==> src/design/lapsh_pkg.sv <==
`timescale 1ns / 1ps

package lapsh_pkg;

  // Line store geometry
  localparam int unsigned MaxWidth = 4096;
  localparam int unsigned ColW     = $clog2(MaxWidth);

  // Field and register widths
  localparam int unsigned PixW   = 8;
  localparam int unsigned WidthW = 13;
  localparam int unsigned RowW   = 16;
  localparam int unsigned CfgW   = 16;

  // Kernel arithmetic: 5*255 needs 11 bits, plus sign
  localparam int unsigned SharpGain = 5;
  localparam int unsigned AccW      = PixW + 4;

  // Register reset values and size limits
  localparam logic [WidthW-1:0] WidthReset  = WidthW'(640);
  localparam logic [RowW-1:0]   HeightReset = RowW'(480);
  localparam logic [WidthW-1:0] WidthMin    = WidthW'(3);
  localparam logic [WidthW-1:0] WidthMax    = WidthW'(MaxWidth);
  localparam logic [RowW-1:0]   HeightMin   = RowW'(3);

  typedef enum logic [0:0] {
    RegFrameWidth  = 1'b0,
    RegFrameHeight = 1'b1
  } cfg_reg_e;

  // Position of one pixel in the frame, with its derived flags
  typedef struct packed {
    logic [ColW-1:0] col;
    logic            has_res;
    logic            interior;
    logic            last_row;
    logic            last_col;
  } pos_t;

  // Line store read data for one pixel
  typedef struct packed {
    logic [PixW-1:0] ctr;
    logic [PixW-1:0] up;
    logic [PixW-1:0] right;
  } taps_t;

endpackage

==> src/design/lapsh_pos.sv <==
`timescale 1ns / 1ps

module lapsh_pos (
  input  logic                         clk_i,
  input  logic                         rst_ni,
  input  logic                         cfg_we_i,
  input  lapsh_pkg::cfg_reg_e          cfg_idx_i,
  input  logic [lapsh_pkg::CfgW-1:0]   cfg_data_i,
  input  logic                         adv_i,
  output lapsh_pkg::pos_t              pos_o
);
  import lapsh_pkg::*;

  logic [WidthW-1:0] frame_width_q;
  logic [RowW-1:0]   frame_height_q;
  logic [ColW-1:0]   col_q, col_d;
  logic [RowW-1:0]   row_q, row_d;

  logic [WidthW-1:0] w_eff, w_m1;
  logic [RowW-1:0]   h_eff, h_m1;
  logic [ColW-1:0]   col_last, col_eff;
  logic [RowW-1:0]   row_eff;
  logic              last_col, last_row;

  // Write configuration registers
  always_ff @(posedge clk_i or negedge rst_ni) begin
    if (!rst_ni) begin
      frame_width_q  <= WidthReset;
      frame_height_q <= HeightReset;
    end else if (cfg_we_i) begin
      case (cfg_idx_i)
        RegFrameWidth:  frame_width_q  <= cfg_data_i[WidthW-1:0];
        RegFrameHeight: frame_height_q <= cfg_data_i[RowW-1:0];
        default: ;
      endcase
    end
  end

  // Clamp frame size to the supported range
  always_comb begin
    w_eff = frame_width_q;
    if (frame_width_q < WidthMin) begin
      w_eff = WidthMin;
    end else if (frame_width_q > WidthMax) begin
      w_eff = WidthMax;
    end
    h_eff = (frame_height_q < HeightMin) ? HeightMin : frame_height_q;
  end

  assign w_m1     = w_eff - WidthW'(1);
  assign h_m1     = h_eff - RowW'(1);
  assign col_last = w_m1[ColW-1:0];

  // Counters past the end of a shrunk frame act as the last column or row
  assign col_eff  = (col_q > col_last) ? col_last : col_q;
  assign row_eff  = (row_q > h_m1) ? h_m1 : row_q;
  assign last_col = (col_eff == col_last);
  assign last_row = (row_eff == h_m1);

  assign pos_o.col      = col_eff;
  assign pos_o.has_res  = (row_eff != '0);
  assign pos_o.interior = (row_eff >= RowW'(2)) && (col_eff != '0) && !last_col;
  assign pos_o.last_row = last_row;
  assign pos_o.last_col = last_col;

  // Advance raster position
  always_comb begin
    col_d = col_eff + ColW'(1);
    row_d = row_eff;
    if (last_col) begin
      col_d = '0;
      row_d = last_row ? '0 : row_eff + RowW'(1);
    end
  end

  always_ff @(posedge clk_i or negedge rst_ni) begin
    if (!rst_ni) begin
      col_q <= '0;
      row_q <= '0;
    end else if (adv_i) begin
      col_q <= col_d;
      row_q <= row_d;
    end
  end

endmodule

==> config.mk <==
export PLATFORM = sky130hd
export DESIGN_NAME = lapsh_pos
export DESIGN_NICKNAME = d
export VERILOG_FILES = /design/src/design/lapsh_pkg.sv /design/src/design/lapsh_pos.sv
export SDC_FILE = /design/constraint.sdc
export NUM_CORES = 1
export LEC_CHECK = 0
export ABC_AREA = 1
export BUFFER_PORTS_ARGS = -buffer_cell sky130_fd_sc_hd__buf_2
export CORE_AREA = 5 5 108 110
export DETAILED_ROUTE_END_ITERATION = 7
export DIE_AREA = 0 0 113 115
export PLACE_DENSITY = 0.7
export SYNTH_ARGS = -nofsm -noshare
export SYNTH_HDL_FRONTEND = slang
export SYNTH_SLANG_ARGS = --single-unit
==> constraint.sdc <==
create_clock -name clk_i -period 4.9 [get_ports clk_i]
set_clock_uncertainty 0.1 [all_clocks]
set_input_delay 0.245 -clock clk_i [delete_from_list [all_inputs] [get_ports clk_i]]
set_output_delay 0.245 -clock clk_i [all_outputs]
set_load 0.02 [all_outputs]
# ---- Word level (Yosys, flattened, before mapping)
# Index checks and enable logic that the tools add are counted.
dict set report classes {
  add_sub_neg 4
  n_mul 0
  div_mod_pow 0
  order_cmp 6
  n_eq_ne 2
  shift 0
  muxes 8
  bitwise_logic 1
  reduce_logical 7
}
# cell count
set ops {}
lappend ops {{two-way mux 16 bit} 4}
lappend ops {{two-way mux 12 bit} 4}
lappend ops {{adder 16 x 1 -> 16 bit, second input constant} 1}
lappend ops {{== test 16 bit} 1}
lappend ops {{>= comparator 16 x 2 -> 1 bit, second input constant} 1}
lappend ops {{greater-than comparator 16 bit} 1}
lappend ops {{< comparator 16 x 2 -> 1 bit, second input constant} 1}
lappend ops {{nonzero test 16 bit} 1}
lappend ops {{subtractor 16 x 1 -> 16 bit, second input constant} 1}
lappend ops {{greater-than comparator 13 bit, second input constant} 1}
lappend ops {{< comparator 13 x 2 -> 1 bit, second input constant} 1}
lappend ops {{adder 12 x 1 -> 12 bit, second input constant} 1}
lappend ops {{== test 12 bit} 1}
lappend ops {{greater-than comparator 12 bit} 1}
lappend ops {{nonzero test 12 bit} 1}
lappend ops {{subtractor 12 x 1 -> 12 bit, second input constant} 1}
lappend ops {{AND reduction 2 bit} 2}
lappend ops {{logical AND 1 bit} 2}
lappend ops {{zero test 1 bit} 1}
lappend ops {{NOT 1 bit} 1}
dict set report word_totals {
  reg_bits 57
  latch_bits 0
  ram_bits 0
  rom_bits 0
  inputBits 21
  output_inout_bits 16
  elab_cells 32
  mem_count 0
}

# ---- Depth between registers and ports, before layout
# Gate-level depths: netlist of the first run.
dict set report depth {
  ltp_word 9
  ltp_mapped 37
  mapped_depth_nobuf 36
}

# ---- Worst setup path before layout of the first run
# No wires, ideal clock.
dict set report synth_timing {
  path_kind {register -> register}
  start {reg frame_width_q[9]}
  end {reg col_q[11]}
  setup_time_ps 133
  arrival_time_ps 4319
  required_ps 4667
  setup_slack_ps 349
  path_stages_with_launch 31
  path_buffers 1
  period_less_slack_ps 4551
  cell_sequence {dfstp_2 -> inv_1 -> nand4_1 -> nor3_1 -> nor2_1 -> ha_1 -> nand2_1 -> inv_1 -> nand2_1 -> nor2_1 -> nand2_1 -> nand2_1 -> nand2_1 -> ha_1 -> nand4_1 -> nor3_1 -> nand2_1 -> nand3_1 -> nand2_2 -> buf_2 -> o21ai_1 -> inv_1 -> nor3_1 -> nand3_1 -> nor3_2 -> nand2_1 -> nor3_2 -> nand2_1 -> xor2_1 -> nand2_1 -> o21ai_0}
}
# item line
set synth_lines {}
lappend synth_lines {{start, declared} lapsh_pos.sv:14} ;# logic [WidthW-1:0] frame_width_q;
lappend synth_lines {{start signal, assigned} lapsh_pos.sv:28} ;# frame_width_q <= WidthReset;
lappend synth_lines {{start signal, assigned} lapsh_pos.sv:32} ;# RegFrameWidth: frame_width_q <= cfg_data_i[WidthW-1:0];
lappend synth_lines {{end signal, assigned} lapsh_pos.sv:81} ;# col_q <= col_d;
lappend synth_lines {{end, declared} lapsh_pos.sv:16} ;# logic [ColW-1:0] col_q, col_d;

==> reports/qor.txt, run 1 <==
Net Sw Frac - 0.548
# port buffers - 36
syn_area_per_cell - 6.47 sq um
CTS Sinks - 57
Mapped Cells - 837
Sum Neg Setup Slack - -0.00711 ns
Setup violations, final - 1
Max stage delay on crit path - 0.44 ns
Power Density - 633 nW/um^2
Pleak - 0.00340 uW
GR met2 Demand/Resource - 0.385
Comb pwr share - 0.702
Design Power - 4200 uW
met3 Use GR - 0.0316
Seq pwr share - 0.189
detailed placer's ending HPWL - 11,500 um
Area after DPL - 5730 sq um
most used routing layer - met2
wire per inst - 14.8 um
worst setup margin - -0.00711 ns
layout cells sized above 1 - 0.254
DR vias/cell - 5.43
failing checks - setup timing
top post-synthesis cells by area - dfrtp_1, nand2_1, inv_1
Top-Level Pins - 37
Hold Path Class - primary input to flip-flop
critical path's top delay family - simple AND/OR/NAND/NOR gates
Post-Place Setup Slack - 0.0524 ns
Die X - 113 um
H-tree lvl count - 3
commonest non-fill, non-tap cell in the layout - nand2_1
fin area - 6650 sq um
Final Hold Violating Endpoints - 0
Max Fclk - 204 MHz
clock share of power - 0.109
status - finished with violations
crit start category - flip-flop
Final ANT Viol Nets - 0
Slew HR - 0.429
Max VDD drop - 0.000539 V
DR vias - 5,691
clock slew seen by the registers of the worst setup and hold paths - 0.07 ns
# rows - 38
clock root buffer - clkbuf_8
Worst EP required - 4.55 ns
Hold Crit Start - cfg_data_i[15]
CP Class - flip-flop to output pin
Max Root-Sink Buffers - 2
RSZ-0062 raised after global routing - yes
origin of the critical flop-to-flop path - frame_width_q[3]
Routed Wire Length - 15,500 um
maxcap violations - 0
pin count of the biggest net entering global routing - 58
post-synthesis sequential area ratio - 0.265
CTS buffer count - 9
worst path bufs/invs - 5
met1 usage - 0.315
gr usage total - 0.234
Max Slew Vio Count - 0
final worst-path cycle share - 1.00
clock latency on the worst-skew pair - 0.36 ns
#FFs+latches synth - 57
drt first pass iters - 5
synthesized area - 5420 sq um
CP startpoint - frame_width_q[3]
initial core utilization - 0.511
crit-path max FO - 5
CP Capture Type - output pin
area share of the largest cell type after synthesis - 0.236
Worst Path Arrival - 4.56 ns
Core Util, Final - 0.627
R2R setup slack - 0.11 ns
internal power - 1900 uW
DIE AREA - 13,000 sq um
Core Box Area - 10,600 sq um
DRC violations left - 0
post-synthesis cell type count - 45
total grt overflow - 0
P_sw - 2300 uW
most frequent cells in the layout - nand2_1, inv_1, nand3_1
Slowest-stage cell, CP - dfrtp_2
min Tclk post-route - 4.91 ns
first-pass GRT wire length - 24,600 um
Synth area leader - dfrtp_1
measured slew at the worst slew-check pin - 0.855 ns
die height - 115 um
antenna violations before repair - 0
diode count - 0
vias in the first global route - 5,147
DR iter-0 viols - 412
Area Overhead vs Synth - 22.7%
Syn Nets - 891
Ys Warns - 0
Nets - 957
GP Congestion - 0.948
TritonCTS clock tree - done
number of fill cells - 957
final cells by class:
type                            count  area (sq um)  share of cell area
Sequential cell                    57          1440               0.216
Inverter                          126           489              0.0736
Multi-Input combinational cell    637          3860               0.581
Clock buffer                       10           128              0.0192
Clock inverter                      6          68.8              0.0104
Timing Repair Buffer               72           490              0.0738
Tap cell                          140           175              0.0264
state kept, by name (all words and copies together), names as in the netlist:
register and cells:
col_q 12, frame_height_q 16, frame_width_q 13, row_q 16
per-layer routing:
layer	share of wire	wire, um
met4	0.019	287
met2	0.47	7320
met3	0.050	767
met1	0.46	7110
met5	0	0
timing repair:
| item | in CTS | in global routing |
|---|---|---|
| hold buffers | 3 | 0 |
| gates cloned | 0 | 2 |
| gates resized for setup | 12 | 119 |
| hold endpoints to repair | 53 | 0 |
| buffers inserted | 1 | 22 |
| endpoints found under the setup margin | 2 | 31 |
| pin swaps | 2 | 46 |
kinds of logic (layout without fill, tap and decap cells):
logic type | after synthesis | after routing | synth area share
adders and majority gates | 33 | 33 | 0.0762
xor gates and xnor gates | 22 | 22 | 0.0356
DFF | 57 | 57 | 0.265
AOI/OAI and AO/OA | 97 | 97 | 0.103
and+or+nand+nor | 481 | 483 | 0.407
buffers and inverters | 145 | 214 | 0.109
muxes | 2 | 2 | 0.00416
worst reg2reg max path, delay by kind of cell (launching register included):
family,cells,cell delay (ns)
XOR/XNOR,1,0.14
flip-flops,1,0.44
buffers and inverters,5,0.47
AND/OR/NAND/NOR,21,2.75
adder cells (fa/ha/maj),2,0.45
AO/OA/AOI/OAI,2,0.30
worst paths after layout:
kind / endpoint / cells past startpoint
max: pos_o[2] / 29
min: frame_height_q[15] / 2
max reg2reg: col_q[11] / 31
min reg2reg: frame_width_q[7] / 2
max in group asynchronous: frame_width_q[3] / 3
min in group asynchronous: frame_height_q[12] / 3
stage by stage:
stage               instances  hold slack [ns]
floorplan                 837           -0.151
global placement         1004            0.347
detailed placement       1004            0.348
CTS                      1024           0.0104
global route             1048           0.0224
finish                   1048           0.0211
cells in the mapped netlist:
cell type / n
nand2_4: 2
xnor2_1: 4
o21bai_1: 4
o22ai_1: 10
nand2_1: 257
o21bai_2: 1
dfrtp_1: 51
o211ai_1: 1
nand2_2: 13
buf_2: 4
o21ai_4: 1
o221ai_1: 1
nand3_2: 4
o21a_1: 2
a211oi_1: 2
nor3_1: 9
nor2_2: 10
nand3b_2: 1
nand3_4: 2
nor3_2: 2
clkbuf_1: 8
a31oi_1: 2
nand3b_1: 4
o21ai_1: 12
inv_2: 6
nor2_1: 67
nor3_4: 1
o31ai_1: 1
nor4_1: 1
a21oi_1: 15
o21ai_0: 42
inv_1: 119
buf_4: 4
buf_6: 2
ha_1: 33
dfstp_2: 6
nor2_4: 8
or2_2: 1
nand3_1: 78
o21ai_2: 3
buf_8: 1
nand4_1: 21
xor2_1: 18
clkinv_1: 1
mux2_2: 2
power groups by stage:
stage | registers (uW) | logic, uW | clock network, uW
final | 795 | 2950 | 459
after detailed placement | 785 | 2420 | 0
after global placement | 782 | 2370 | 0
after floorplan | 729 | 1900 | 0
after global routing | 813 | 3270 | 489
after CTS | 779 | 2470 | 465
Power figures use the tool's default switching activity.
==> run 2: changes to the inputs <==
- CORE_AREA: 5 5 108 110 -> 5 5 100 102
- DIE_AREA: 0 0 113 115 -> 0 0 105 107
- PLACE_DENSITY: 0.7 -> 0.8
==> run 2 against run 1 <==
  * The flow still finishes with violations (setup timing)
  * Non-clock buffer count decreased by 4
  * Sequential cell count unchanged
  * Via count increased by 3.6%
  * Cell area decreased by 1.6%
  * Combinational power about the same
  * Cell count decreased by 3.1%
==> reports/qor.txt, run 2 (same netlist as run 1, synthesis figures left out) <==
status - finished with violations
failing checks - setup timing
fin area - 6540 sq um
GP Congestion - 0.919
Slew HR - 0.442
Worst EP required - 4.55 ns
# port buffers - 36
internal power - 1890 uW
clock latency on the worst-skew pair - 0.35 ns
clock slew seen by the registers of the worst setup and hold paths - 0.08 ns
final worst-path cycle share - 1.04
Worst Path Arrival - 4.74 ns
crit-path max FO - 7
CTS buffer count - 9
Area after DPL - 5690 sq um
worst path bufs/invs - 6
Final ANT Viol Nets - 0
CP Class - flip-flop to output pin
Core Util, Final - 0.725
Seq pwr share - 0.189
DR vias/cell - 5.81
RSZ-0062 raised after global routing - yes
diode count - 0
CTS Sinks - 57
wire per inst - 16.4 um
top flop regs - frame_height_q (16), row_q (16), frame_width_q (13)
Slowest-stage cell, CP - dfrtp_1
gr usage total - 0.262
H-tree lvl count - 3
reg2reg path depth - 31
Comb pwr share - 0.694
number of fill cells - 742
worst setup margin - -0.181 ns
Max Slew Vio Count - 0
Max VDD drop - 0.000475 V
clock share of power - 0.116
Worst Hold Margin - 0.0175 ns
antenna violations before repair - 0
detailed placer's ending HPWL - 11,300 um
vias in the first global route - 5,237
maxcap violations - 0
crit start category - flip-flop
Max Fclk - 197 MHz
CP Capture Type - output pin
Max stage delay on crit path - 0.43 ns
pin count of the biggest net entering global routing - 58
Min-Delay Path Depth - 2
Power Density - 643 nW/um^2
P_sw - 2320 uW
layout cells sized above 1 - 0.246
commonest non-fill, non-tap cell in the layout - nand2_1
DR iter-0 viols - 423
critical path's top delay family - simple AND/OR/NAND/NOR gates
Pleak - 0.00338 uW
Setup violations, final - 1
Hold Path Class - primary input to flip-flop
most frequent cells in the layout - nand2_1, inv_1, nand3_1
die height - 107 um
Nets - 953
first-pass GRT wire length - 24,300 um
Routed Wire Length - 16,600 um
Top-Level Pins - 37
initial core utilization - 0.600
Core Box Area - 9020 sq um
Design Power - 4210 uW
min Tclk post-route - 5.08 ns
Die X - 105 um
# rows - 35
Final Hold Violating Endpoints - 0
Crit path depth - 29
TritonCTS clock tree - done
most used cell, CP - nand2_1
Max Root-Sink Buffers - 2
Area Overhead vs Synth - 20.8%
DR vias - 5,897
drt first pass iters - 5
clock root buffer - clkbuf_8
total grt overflow - 0
DRC violations left - 0
Net Sw Frac - 0.552
DIE AREA - 11,200 sq um
measured slew at the worst slew-check pin - 0.834 ns
run 2: cell type report:
cell class | instances | area [sq um] | area share
multi-input combinational | 637 | 3800 | 0.581
sequential | 57 | 1440 | 0.219
inverter | 126 | 479 | 0.0733
timing repair buffer | 68 | 477 | 0.0729
tap | 111 | 139 | 0.0212
clock buffer | 9 | 124 | 0.0189
clock inverter | 7 | 83.8 | 0.0128
run 2: worst paths after layout:
kind	start	end	slack (ns)
max	frame_width_q[10]	pos_o[2]	-0.18
max in group asynchronous	rst_ni	frame_height_q[4]	3.68
min	cfg_data_i[14]	frame_height_q[14]	0.02
min in group asynchronous	rst_ni	row_q[13]	0.47
min reg2reg	frame_width_q[11]	frame_width_q[11]	0.40
max reg2reg	frame_width_q[10]	col_q[11]	0.03
run 2: per-stage QoR:
stage	setup WS [ns]	TNS, ns	instances
floorplan	0.349	0	837
global placement	0.328	0	975
detailed placement	0.0557	0	975
CTS	0.0162	0	993
global route	-0.473	-5.86	1015
finish	-0.181	-0.181	1015
run 2: what timing repair did:
item / in CTS / in global routing
resized for setup: 13 / 97
setup endpoints to repair: 2 / 30
pin swaps: 2 / 38
gates cloned: 0 / 3
hold endpoints to repair: 51 / 0
buffers inserted: 1 / 19
hold buffers: 1 / 0
run 2: power by group through the flow:
stage,logic (uW),clock network (uW),registers [uW]
2_1_floorplan,1900,0,729
3_3_place_gp,2380,0,783
3_5_place_dp,2430,0,784
4_1_cts,2470,488,779
5_1_grt,3210,511,809
6_report,2920,490,796
run 2: metal layers:
metal / track usage / up-vias / part of all wire
met5: 0 / - / 0
met4: 0.110 / 0 / 0.038
met3: 0.0446 / 69 / 0.063
met2: 0.436 / 272 / 0.49
met1: 0.338 / 2740 / 0.41
li1: - / 2816 / -
