$ cat src/design/lapsh_pkg.sv
`timescale 1ns / 1ps

package lapsh_pkg;

  // Line store geometry
  localparam int unsigned MaxWidth = 4096;
  localparam int unsigned ColW     = $clog2(MaxWidth);

  // Field and register widths
  localparam int unsigned PixW   = 8;
  localparam int unsigned WidthW = 13;
  localparam int unsigned RowW   = 16;
  localparam int unsigned CfgW   = 16;

  // Kernel arithmetic: 5*255 needs 11 bits, plus sign
  localparam int unsigned SharpGain = 5;
  localparam int unsigned AccW      = PixW + 4;

  // Register reset values and size limits
  localparam logic [WidthW-1:0] WidthReset  = WidthW'(640);
  localparam logic [RowW-1:0]   HeightReset = RowW'(480);
  localparam logic [WidthW-1:0] WidthMin    = WidthW'(3);
  localparam logic [WidthW-1:0] WidthMax    = WidthW'(MaxWidth);
  localparam logic [RowW-1:0]   HeightMin   = RowW'(3);

  typedef enum logic [0:0] {
    RegFrameWidth  = 1'b0,
    RegFrameHeight = 1'b1
  } cfg_reg_e;

  // Position of one pixel in the frame, with its derived flags
  typedef struct packed {
    logic [ColW-1:0] col;
    logic            has_res;
    logic            interior;
    logic            last_row;
    logic            last_col;
  } pos_t;

  // Line store read data for one pixel
  typedef struct packed {
    logic [PixW-1:0] ctr;
    logic [PixW-1:0] up;
    logic [PixW-1:0] right;
  } taps_t;

endpackage

$ cat src/design/lapsh_kernel.sv
`timescale 1ns / 1ps

module lapsh_kernel (
  input  lapsh_pkg::taps_t            taps_i,
  input  logic [lapsh_pkg::PixW-1:0]  left_i,
  input  logic [lapsh_pkg::PixW-1:0]  down_i,
  input  logic                        interior_i,
  output logic [lapsh_pkg::PixW-1:0]  pix_o
);
  import lapsh_pkg::*;

  logic [AccW-1:0]        gain_ctr;
  logic [AccW-1:0]        nbr_sum;
  logic signed [AccW-1:0] acc_s;
  logic                   neg, over;

  // 5*center minus the four direct neighbors
  assign gain_ctr = AccW'(taps_i.ctr) * AccW'(SharpGain);
  assign nbr_sum  = AccW'(left_i) + AccW'(taps_i.right) + AccW'(taps_i.up) + AccW'(down_i);
  assign acc_s    = signed'(gain_ctr - nbr_sum);

  // Clamp to pixel range; border pixels give zero
  assign neg  = acc_s[AccW-1];
  assign over = |acc_s[AccW-2:PixW];

  always_comb begin
    if (!interior_i || neg) begin
      pix_o = '0;
    end else if (over) begin
      pix_o = '1;
    end else begin
      pix_o = acc_s[PixW-1:0];
    end
  end

endmodule

$ cat config.mk
export PLATFORM = sky130hd
export DESIGN_NAME = lapsh_kernel
export DESIGN_NICKNAME = d
export VERILOG_FILES = /design/src/design/lapsh_pkg.sv /design/src/design/lapsh_kernel.sv
export SDC_FILE = /design/constraint.sdc
export NUM_CORES = 1
export LEC_CHECK = 0
export BUFFER_PORTS_ARGS = -buffer_cell sky130_fd_sc_hd__buf_2
export CAP_MARGIN = 20
export CORE_ASPECT_RATIO = 0.5
export CORE_MARGIN = 2
export CORE_UTILIZATION = 48
export DETAILED_ROUTE_END_ITERATION = 6
export GPL_ROUTABILITY_DRIVEN = 0
export PLACE_DENSITY = 0.85
export SLEW_MARGIN = 5
export SYNTH_ARGS = -nofsm -noshare
export SYNTH_HDL_FRONTEND = slang
export SYNTH_SLANG_ARGS = --single-unit
export TNS_END_PERCENT = 100
$ cat constraint.sdc
create_clock -name vclk -period 11.6
set_clock_uncertainty 0.1 [all_clocks]
set_input_delay 0.58 -clock vclk [all_inputs]
set_output_delay 0.58 -clock vclk [all_outputs]
set_load 0.02 [all_outputs]
Word-level counts from Yosys, hierarchy flattened --
Index checks and enable logic that the tools add are counted.
Word-level totals: bits in registers 0, input bits 41
Cells by class: $add $sub $neg 4, multipliers 1, muxes and demuxes 2, reductions and logical operators 3
Operator list (count):
- $mux W8 | 2
- $sub A11 B11 Y12 | 1
- $add A10 B8 Y11 | 1
- $mul A8 B3 Y11 const B | 1
- $add A9 B8 Y10 | 1
- $add A8 B8 Y9 | 1
- $reduce_or A3 Y1 | 1
- $logic_not A1 Y1 | 1
- $logic_or A1 B1 Y1 | 1

Depth between registers and ports, before layout --
Gate-level depths: netlist (run 1).
depth in word-level cells 7, mapped depth 17, mapped depth without buffers 17

Worst setup path before layout (run 1) --
OpenSTA, ideal clock, no wires.
path type input to output, from input port taps_i[3] (netlist name), to output port pix_o[0] (netlist name), arrival time 4.478 ns, required time 10.920 ns, path slack 6.442 ns, cell stages on the path 15, cells stage by stage inv_1 > fa_1 > fa_1 > inv_1 > fa_1 > fa_1 > inv_1 > ha_1 > buf_6 > a211o_1 > a21oi_1 > o221ai_1 > xor2_1 > nand2_1 > a21oi_1
On the way: longest elaborated chain between the ends 7, elaborated cells on any way between the ends 8, those cells by class add/sub: 4; mux: 2; reduce/logical: 2
Ends and longest elaborated chain:
- start: declaration | RTL line lapsh_kernel.sv:4 | input lapsh_pkg::taps_t taps_i,
- $add A8 B8 Y9 (*) | RTL line lapsh_kernel.sv:19 | assign nbr_sum = AccW'(left_i) + AccW'(taps_i.right) + AccW'(taps_i.up) + AccW'(down_i);
- $add A9 B8 Y10 (*) | RTL line lapsh_kernel.sv:19
- $add A10 B8 Y11 (*) | RTL line lapsh_kernel.sv:19
- $sub A11 B11 Y12 (*) | RTL line lapsh_kernel.sv:20 | assign acc_s = signed'(gain_ctr - nbr_sum);
- $reduce_or A3 Y1 | RTL line lapsh_kernel.sv:24 | assign over = |acc_s[AccW-2:PixW];
- $mux W8 | RTL line lapsh_kernel.sv:29 | end else if (over) begin
- $mux W8 (*) | RTL line lapsh_kernel.sv:27 | if (!interior_i || neg) begin
- end: declaration | RTL line lapsh_kernel.sv:8 | output logic [lapsh_pkg::PixW-1:0] pix_o
Every way passes the cells marked *; elsewhere a longest branch is shown, timed or not.

Final worst setup path (run 1) --
from input port taps_i[3] (netlist name), to output port pix_o[6] (netlist name)
The elaborated chain is that of the path after synthesis.

==> reports/qor.csv, run 1 <==
stage;metric;value;unit
status;outcome;finished clean;
setup_path;most used cell, CP;fa_1;
power_and_ir_drop;Comb pwr share;100.0;%
setup_path;startpoint types;input port;
setup_path;Critical Path, Cell by Cell;buf_2 > inv_1 > fa_1 > fa_1 > inv_1 > fa_1 > fa_1 > inv_1 > ha_1 > a211o_1 > a211oi_2 > o21bai_1 > a32o_2 > a21oi_4 > a21oi_1 > buf_2;
floorplanning;CORE AREA;0.00308;mm2
floorplanning;die span in y;44.8;um
global_routing;number of global-route vias before repair;1140;
logic_synthesis;top cell type's share of synthesized area;37.5;%
routing;Routed Antenna Nets;0;
routing;First DRT Iteration DRCs;49;
sta;final critical-path share of the clock period;46.7;%
logic_synthesis;Seq/Total Area, Yosys;0;%
sta;TNS Setup;0;ns
logic_synthesis;most instantiated cells after synthesis;inv_1, fa_1, ha_1;
power_and_ir_drop;Net Sw Frac;57.2;%
clocking;post-CTS setup buffer count;0;
routing;Vias;1316;
power_and_ir_drop;Psw;239;uW
flow_run;max-cap violations;0;
routing;vias per std cell;4.72;
power_and_ir_drop;internal power;179;uW
routing;total wire length;2760;um
floorplanning;die area;0.00384;mm2
power_and_ir_drop;sequential power share;0;%
setup_path;CP required;10.92;ns
setup_path;Crit. End Element;output pin;
setup_path;Slowest-stage cell, CP;fa_1;
finish;P&R area growth vs syn;17.3;%
floorplanning;row count;14;
hold_path;Hold Startpoint;left_i[0];
setup_path;Buf/Inv on CP;5;
hold_path;hold path depth;4;
finish;Layout Nets;335;
sta;FMAX;184;MHz
floorplanning;Starting Density;51.9;%
global_routing;GRT Total Usage;13.6;%
setup_path;crit path DAT;4.74;ns
logic_synthesis;Netlist cell types;33;
placement;Post-DP HPWL;2610;um
setup_path;Largest stage delay, worst path;0.55;ns
floorplanning;chip width;85.7;um
power_and_ir_drop;Peak supply drop;133;uV
logic_synthesis;Ys Warns;0;
logic_synthesis;Post-Synthesis Cells;192;
finish;clock buffer count;0;
logic_synthesis;Avg Inst Size Synth;8.34;um2
global_routing;largest net degree at the start of global routing;9;
setup_path;crit-path leading delay family;adder cells;
sta;Final Hold Viols;0;
routing;DR pass1 iterations;4;
sta;RSZ-0062 raised after global routing;false;
setup_path;Crit. Startpoint;taps_i[3];
finish;Fillers;282;
placement;Port Buffers;49;
routing;wire per inst;9.91;um
logic_synthesis;main area contributors after synthesis;fa_1, inv_1, ha_1;
power_and_ir_drop;Leakage;1.18;nW
floorplanning;# IOs;49;
finish;register area;0;um2
sta;Fin Hold WS;1.52;ns
logic_synthesis;Syn Std Cell Area;0.00160;mm2
clocking;post-CTS resize count;0;
finish;ant diodes;0;
sta;Worst-Margin Slew;0.341;ns
setup_path;Worst Path Class, Setup;input port to output pin;
setup_path;CP max FO;8;
logic_synthesis;count leader, synth;inv_1;
sta;Max-slew headroom;77.1;%
global_routing;total gr overflow;0;
clocking;cts-stage hold buffer count;0;
finish;ratio of cells with drive above 1 in the final layout;23.4;%
logic_synthesis;Synth area leader;fa_1;
power_and_ir_drop;Clock Power Share;0;%
hold_path;Hold Path Class;input port to output pin;
routing;Residual DRC;0;
sta;# setup viols final;0;
sta;Period minus WS final;5.42;ns
sta;Slew Limit Fails;0;
global_routing;initial antenna violation count;0;
power_and_ir_drop;Power per Cell Area;222;mW/mm2
global_routing;first-pass GRT wire length;4370;um
finish;Seq cells;0;
logic_synthesis;Synth Net Count;286;
hold_path;Hold EP;pix_o[0];
[cell families (layout without fill, tap and decap cells)]
family / count (synthesis) / after routing / synth area share, %
fa+ha+maj: 53 / 53 / 55.5
buf+inv: 83 / 130 / 20.2
compound gates: 35 / 35 / 16.0
xor+xnor: 6 / 6 / 3.28
simple gates: 15 / 15 / 5.08
[how the worst max path moves through the flow]
stage / endpoint / slack (ns) / cells past startpoint
global route: pix_o[5] / 5.91 / 19
floorplan: pix_o[0] / 6.44 / 15
detailed placement: pix_o[6] / 6.18 / 17
global placement: pix_o[0] / 6.25 / 17
finish: pix_o[6] / 6.18 / 16
CTS: pix_o[6] / 6.18 / 17
[layer usage]
| layer | part of all wire (%) | up-vias | global-route usage (%) |
|---|---|---|---|
| met4 | 0.69 | 0 | 0.952 |
| met5 | 0 | - | 0 |
| met2 | 49 | 46 | 25.2 |
| li1 | - | 667 | - |
| met3 | 5.6 | 4 | 0.366 |
| met1 | 45 | 599 | 19.3 |
[per-stage QoR]
stage	total power [mW]	instances	util (%)	cell area (um2)	setup slack (ns)
2_1_floorplan	0.348	192	-	1600	6.44
5_1_grt	0.468	279	60.9	1880	5.91
3_5_place_dp	0.414	279	60.9	1880	6.18
6_report	0.418	279	60.9	1880	6.18
4_1_cts	0.417	279	60.9	1880	6.18
3_3_place_gp	0.402	279	60.9	1880	6.25
[layout make-up]
cell class	count	area, um2	area share, %
Tap cell	40	50.0	2.66
Multi-Input combinational cell	109	1280	68.1
Inverter	81	304	16.2
Timing Repair Buffer	49	245	13.1
[power groups by stage]
stage	registers [mW]	clock network, mW	logic, mW
6_report	0	0	0.418
5_1_grt	0	0	0.468
4_1_cts	0	0	0.417
3_5_place_dp	0	0	0.414
3_3_place_gp	0	0	0.402
2_1_floorplan	0	0	0.348
[cells in the final DEF, fill, tap and decap left out, drive strengths merged, types with 2 or more instances in the layout]
| master | n |
|---|---|
| fa | 30 |
| ha | 23 |
| a21oi | 15 |
| inv | 81 |
| o21a | 2 |
| o21ai | 3 |
| a21o | 4 |
| nor2 | 3 |
| nand2 | 4 |
| or3 | 2 |
| a211oi | 2 |
| xor2 | 4 |
| xnor2 | 2 |
| buf | 49 |
No activity file was read; power rests on OpenSTA's default activity.
==> run 2: changes to the inputs <==
PLACE_DENSITY = 0.88   (was 0.85)
clock period = 4.4 ns   (was 11.6 ns; I/O delays follow)
==> reports/qor.csv, run 2 (same netlist as run 1, synthesis figures left out) <==
stage;metric;value;unit;change
status;outcome;finished, violations left;;was finished clean
status;violated checks;setup timing;;
placement;Placed Instances;292;;was 279
power_and_ir_drop;Leakage;1.28;nW;was 1.18 nW
routing;DR pass1 iterations;4;;unchanged
floorplanning;CORE AREA;0.00308;mm2;unchanged
global_routing;GR Util met3;1.65;%;was 0.366%
clocking;cts-stage hold buffer count;0;;unchanged
sta;Max-slew headroom;78.5;%;was 77.1%
routing;Routed Antenna Nets;0;;unchanged
routing;wire per inst;13.5;um;was 9.91 um
global_routing;GR Layer Usage met1;23.8;%;was 19.3%
global_routing;largest net degree at the start of global routing;9;;unchanged
finish;commonest non-fill, non-tap cell in the layout;inv_1;;unchanged
routing;total wire length;4050;um;was 2760 um
routing;vias per std cell;5.06;;was 4.72
setup_path;Worst Path Class, Setup;input port to output pin;;unchanged
placement;Port Buffers;49;;unchanged
floorplanning;Starting Density;51.9;%;unchanged
global_routing;GRT Total Usage;20.3;%;was 13.6%
finish;register area;0;um2;unchanged
finish;fin cells;300;;was 279
finish;clock buffer count;0;;unchanged
sta;Worst-Margin Slew;0.320;ns;was 0.341 ns
floorplanning;chip width;85.7;um;unchanged
power_and_ir_drop;Peak supply drop;502;uV;was 133 uV
hold_path;Hold Path Class;input port to output pin;;unchanged
sta;TNS Setup;-1.78;ns;was 0 ns
setup_path;startpoint types;input port;;unchanged
placement;Post-DP HPWL;3040;um;was 2610 um
setup_path;most used cell, CP;fa_1;;unchanged
setup_path;Crit. End Element;output pin;;unchanged
routing;Vias;1517;;was 1316
flow_run;max-cap violations;0;;unchanged
setup_path;Largest stage delay, worst path;0.55;ns;about the same
finish;final cell utilization of the core;70.6;%;was 60.9%
finish;ant diodes;0;;unchanged
global_routing;layer with the highest usage;met2;;unchanged
global_routing;met2 global-route usage;39.5;%;was 25.2%
sta;smallest setup slack after layout;-0.275;ns;was 6.18 ns
sta;FMAX;214;MHz;
finish;Layout Nets;356;;was 335
sta;RSZ-0062 raised after global routing;true;;was false
setup_path;Slowest-stage cell, CP;fa_1;;unchanged
sta;# setup viols final;8;;was 0
setup_path;CP required;4.08;ns;was 10.92 ns
global_routing;first-pass GRT wire length;6120;um;was 4370 um
setup_path;Critical Path, Cell by Cell;buf_2 > inv_1 > fa_1 > fa_1 > inv_1 > fa_1 > fa_1 > inv_1 > ha_4 > a211o_1 > buf_4 > a21oi_2 > o221ai_1 > xor2_1 > nand2_2 > a21oi_1 > buf_4;;was buf_2 > inv_1 > fa_1 > fa_1 > inv_1 > fa_1 > fa_1 > inv_1 > ha_1 > a211o_1 > a211oi_2 > o21bai_1 > a32o_2 > a21oi_4 > a21oi_1 > buf_2
setup_path;crit path DAT;4.35;ns;was 4.74 ns
finish;most frequent cells in the layout;inv_1, buf_2, fa_1;;unchanged
routing;Residual DRC;0;;unchanged
floorplanning;die area;0.00384;mm2;unchanged
finish;Seq cells;0;;unchanged
floorplanning;# IOs;49;;unchanged
finish;P&R area growth vs syn;35.9;%;was 17.3%
floorplanning;die span in y;44.8;um;unchanged
finish;ratio of cells with drive above 1 in the final layout;37.7;%;was 23.4%
global_routing;initial antenna violation count;0;;unchanged
power_and_ir_drop;Power per Cell Area;783;mW/mm2;was 222 mW/mm2
sta;Slew Limit Fails;0;;unchanged
sta;Period minus WS final;4.67;ns;
setup_path;CP max FO;8;;unchanged
global_routing;number of global-route vias before repair;1468;;was 1140
global_routing;total gr overflow;0;;unchanged
routing;First DRT Iteration DRCs;118;;was 49
sta;final critical-path share of the clock period;106;%;
floorplanning;row count;14;;unchanged
sta;Final Hold Viols;0;;unchanged
run 2: power by group:
part | internal, mW | leakage, nW | switching [mW]
Combinational | 0.840 | 1.28 | 0.865
Sequential | 0 | 0 | 0
Clock | 0 | 0 | 0
Total | 0.840 | 1.28 | 0.865
run 2: stage by stage:
step	instance area [um2]	power (mW)	hold WS, ns	worst slack [ns]
global placement	1980	1.21	0.790	-0.206
CTS	2120	1.51	0.796	-0.112
detailed placement	1980	1.28	0.780	-0.286
global route	2180	1.82	0.816	-0.405
finish	2180	1.70	0.780	-0.275
floorplan	1600	0.916	0.613	-0.0382
run 2: area by class of cell:
class	instances	area (um2)
inverters	81	304
repair buffers	70	445
well taps	40	50.0
multi-input cells	109	1380
fillers	221	907
run 2: critical path, delay by kind of cell:
family | cells | cell delay [ns]
AOI/OAI and AO/OA | 4 | 0.88
adders and majority gates | 5 | 2.32
and+or+nand+nor | 1 | 0.19
buffers and inverters | 6 | 0.57
xor gates and xnor gates | 1 | 0.17
run 2: path summary, 6_finish.rpt:
| path | slack (ns) | start | to | cells after the start |
|---|---|---|---|---|
| setup / recovery | -0.27 | down_i[3] | pix_o[7] | 17 |
| hold / removal | 0.78 | left_i[0] | pix_o[0] | 4 |
run 2: repair_timing:
action / in CTS / in global routing
gates resized for setup: 25 / 8
buffers inserted: 2 / 6
gates cloned: 0 / 0
pin swaps: 19 / 11
setup endpoints to repair: 8 / 8
run 2: per-layer routing:
metal	up-vias	part of all wire [%]
met3	25	6.8
met2	86	52
met5	-	0
met4	0	5.5
li1	714	-
met1	692	35
==> run 3: changes to the inputs <==
ABC_AREA = 1   (was default)
==> reports/qor.csv, run 3 <==
stage;metric;value;unit;change
power_and_ir_drop;Power per Cell Area;721;mW/mm2;was 783 mW/mm2
global_routing;GRT Total Usage;18.3;%;was 20.3%
sta;# setup viols final;0;;was 8
logic_synthesis;Syn Std Cell Area;0.00164;mm2;was 0.00160 mm2
logic_synthesis;Synth area leader;fa_1;;unchanged
logic_synthesis;Synth Net Count;319;;was 286
logic_synthesis;Post-Synthesis Cells;225;;was 192
setup_path;CP max FO;4;;was 8
floorplanning;row count;14;;unchanged
finish;most frequent cells in the layout;inv_1, buf_2, fa_1;;unchanged
setup_path;crit path DAT;4.04;ns;was 4.35 ns
power_and_ir_drop;Peak supply drop;343;uV;was 502 uV
logic_synthesis;count leader, synth;inv_1;;unchanged
finish;commonest non-fill, non-tap cell in the layout;inv_1;;unchanged
finish;Finished Cell Area;0.00214;mm2;was 0.00218 mm2
finish;clock buffer count;0;;unchanged
logic_synthesis;top cell type's share of synthesized area;36.5;%;was 37.5%
placement;Placed Instances;314;;was 292
finish;ant diodes;0;;unchanged
logic_synthesis;main area contributors after synthesis;fa_1, inv_1, ha_1;;unchanged
routing;wire per inst;12.6;um;was 13.5 um
hold_path;Hold Startpoint;interior_i;;was left_i[0]
sta;smallest setup slack after layout;0.0419;ns;was -0.275 ns
hold_path;Hold EP;pix_o[0];;unchanged
power_and_ir_drop;Comb pwr share;100.0;%;about the same
power_and_ir_drop;Psw;925;uW;was 865 uW
routing;DR pass1 iterations;4;;unchanged
logic_synthesis;Netlist cell types;17;;was 33
sta;TNS Setup;0;ns;was -1.78 ns
sta;Period minus WS final;4.36;ns;was 4.67 ns
status;outcome;finished clean;;was finished, violations left
global_routing;first-pass GRT wire length;5830;um;was 6120 um
power_and_ir_drop;Power Total;1.54;mW;was 1.70 mW
routing;Residual DRC;0;;unchanged
sta;FMAX;229;MHz;was 214 MHz
floorplanning;die span in y;45.4;um;was 44.8 um
setup_path;Worst Path Class, Setup;input port to output pin;;unchanged
routing;vias per std cell;4.85;;was 5.06
power_and_ir_drop;sequential power share;0;%;about the same
flow_run;max-cap violations;0;;unchanged
placement;Placed Area;0.00194;mm2;was 0.00198 mm2
setup_path;startpoint types;input port;;unchanged
setup_path;CP required;4.08;ns;about the same
hold_path;Hold Path Class;input port to output pin;;unchanged
sta;Fin Hold WS;0.777;ns;was 0.780 ns
routing;Vias;1543;;was 1517
power_and_ir_drop;Net Sw Frac;60.0;%;was 50.7%
logic_synthesis;Seq/Total Area, Yosys;0;%;unchanged
placement;Post-DP HPWL;3060;um;was 3040 um
floorplanning;CORE AREA;0.00314;mm2;was 0.00308 mm2
sta;Final Hold Viols;0;;unchanged
power_and_ir_drop;Clock Power Share;0;%;about the same
floorplanning;chip width;86.8;um;was 85.7 um
hold_path;hold path depth;4;;unchanged
sta;final critical-path share of the clock period;99.0;%;was 106%
finish;fin cells;318;;was 300
power_and_ir_drop;Leakage;1.30;nW;was 1.28 nW
finish;P&R area growth vs syn;30.1;%;was 35.9%
routing;total wire length;4000;um;was 4050 um
floorplanning;Starting Density;52.4;%;was 51.9%
routing;Routed Antenna Nets;0;;unchanged
floorplanning;die area;0.00394;mm2;was 0.00384 mm2
sta;Worst-Margin Slew;0.217;ns;was 0.320 ns
floorplanning;# IOs;49;;unchanged
logic_synthesis;most instantiated cells after synthesis;inv_1, nand2_1, fa_1;;was inv_1, fa_1, ha_1
finish;Fillers;233;;was 221
finish;final cell utilization of the core;68.2;%;was 70.6%
clocking;cts-stage hold buffer count;0;;unchanged
finish;Seq cells;0;;unchanged
setup_path;Crit. End Element;output pin;;unchanged
logic_synthesis;Avg Inst Size Synth;7.31;um2;was 8.34 um2
power_and_ir_drop;internal power;617;uW;was 840 uW
global_routing;initial antenna violation count;0;;unchanged
global_routing;total gr overflow;0;;unchanged
global_routing;largest net degree at the start of global routing;9;;unchanged
placement;Port Buffers;49;;unchanged
finish;register area;0;um2;unchanged
sta;Max-slew headroom;85.5;%;was 78.5%
routing;First DRT Iteration DRCs;85;;was 118
placement;Placement Setup Slack;-0.0348;ns;was -0.286 ns
sta;Slew Limit Fails;0;;unchanged
finish;ratio of cells with drive above 1 in the final layout;34.2;%;was 37.7%
logic_synthesis;Ys Warns;0;;unchanged
global_routing;number of global-route vias before repair;1498;;was 1468
finish;Layout Nets;374;;was 356
[run 3: changes by cell type after synthesis, moves of 4 or more]
cell	change
inv_1	+11
nand2_1	+27
nand2_2	+6
nor2_1	+4
nand3_1	+5
[run 3: power groups by stage]
stage	Clock (mW)	Combinational, mW	Sequential, mW
finish	0	1.54	0
detailed placement	0	1.11	0
global route	0	1.70	0
CTS	0	1.16	0
floorplan	0	0.886	0
global placement	0	1.07	0
[run 3: area by class of cell]
type | count | area (um2) | area share (%)
Multi-Input combinational cell | 132 | 1440 | 67.5
Inverter | 93 | 349 | 16.3
Timing Repair Buffer | 53 | 295 | 13.8
Tap cell | 40 | 50.0 | 2.34
[run 3: what timing repair did]
action,CTS,global route
setup endpoints to repair,8,8
pin swaps,1,12
resized for setup,4,42
setup buffers,0,4
gates cloned,0,0
[run 3: worst max path at each step]
stage               startpoint  endpoint  slack, ns  cells past startpoint
global placement     taps_i[7]  pix_o[0]       0.15                     20
finish               taps_i[5]  pix_o[2]       0.04                     19
CTS                  taps_i[4]  pix_o[2]       0.07                     18
floorplan            taps_i[7]  pix_o[0]       0.31                     19
global route         taps_i[5]  pix_o[2]      -0.08                     19
detailed placement   taps_i[7]  pix_o[2]      -0.03                     19
[run 3: kinds of logic (layout without fill, tap and decap cells)]
kind of cell | after synthesis | after routing | share of synthesized area (%)
AO/OA/AOI/OAI | 17 | 17 | 5.71
buffers and inverters | 93 | 146 | 21.2
adder cells (fa/ha/maj) | 53 | 53 | 54.0
AND/OR/NAND/NOR | 57 | 57 | 16.4
XOR/XNOR | 5 | 5 | 2.66
[run 3: critical path: stages]
cell and delay, ns:
buf_2 0.08, inv_1 0.04, fa_1 0.50, fa_1 0.55
fa_1 0.60, fa_1 0.43, ha_1 0.39, nand2_1 0.09
nand2_1 0.10, inv_1 0.09, nand2_1 0.06, nand2_1 0.10
nand3_1 0.09, nand2_1 0.10, nand2_2 0.08, nor2_4 0.12
buf_4 0.16, a21oi_2 0.06, buf_4 0.16
[run 3: per-layer routing]
layer	share of wire, %	vias up	global-route usage [%]	wire [um]
met5	0	-	0	0
li1	-	746	-	-
met1	40	724	23.0	1610
met3	5.6	8	0.543	225
met4	1.4	0	3.13	55
met2	53	65	36.6	2100
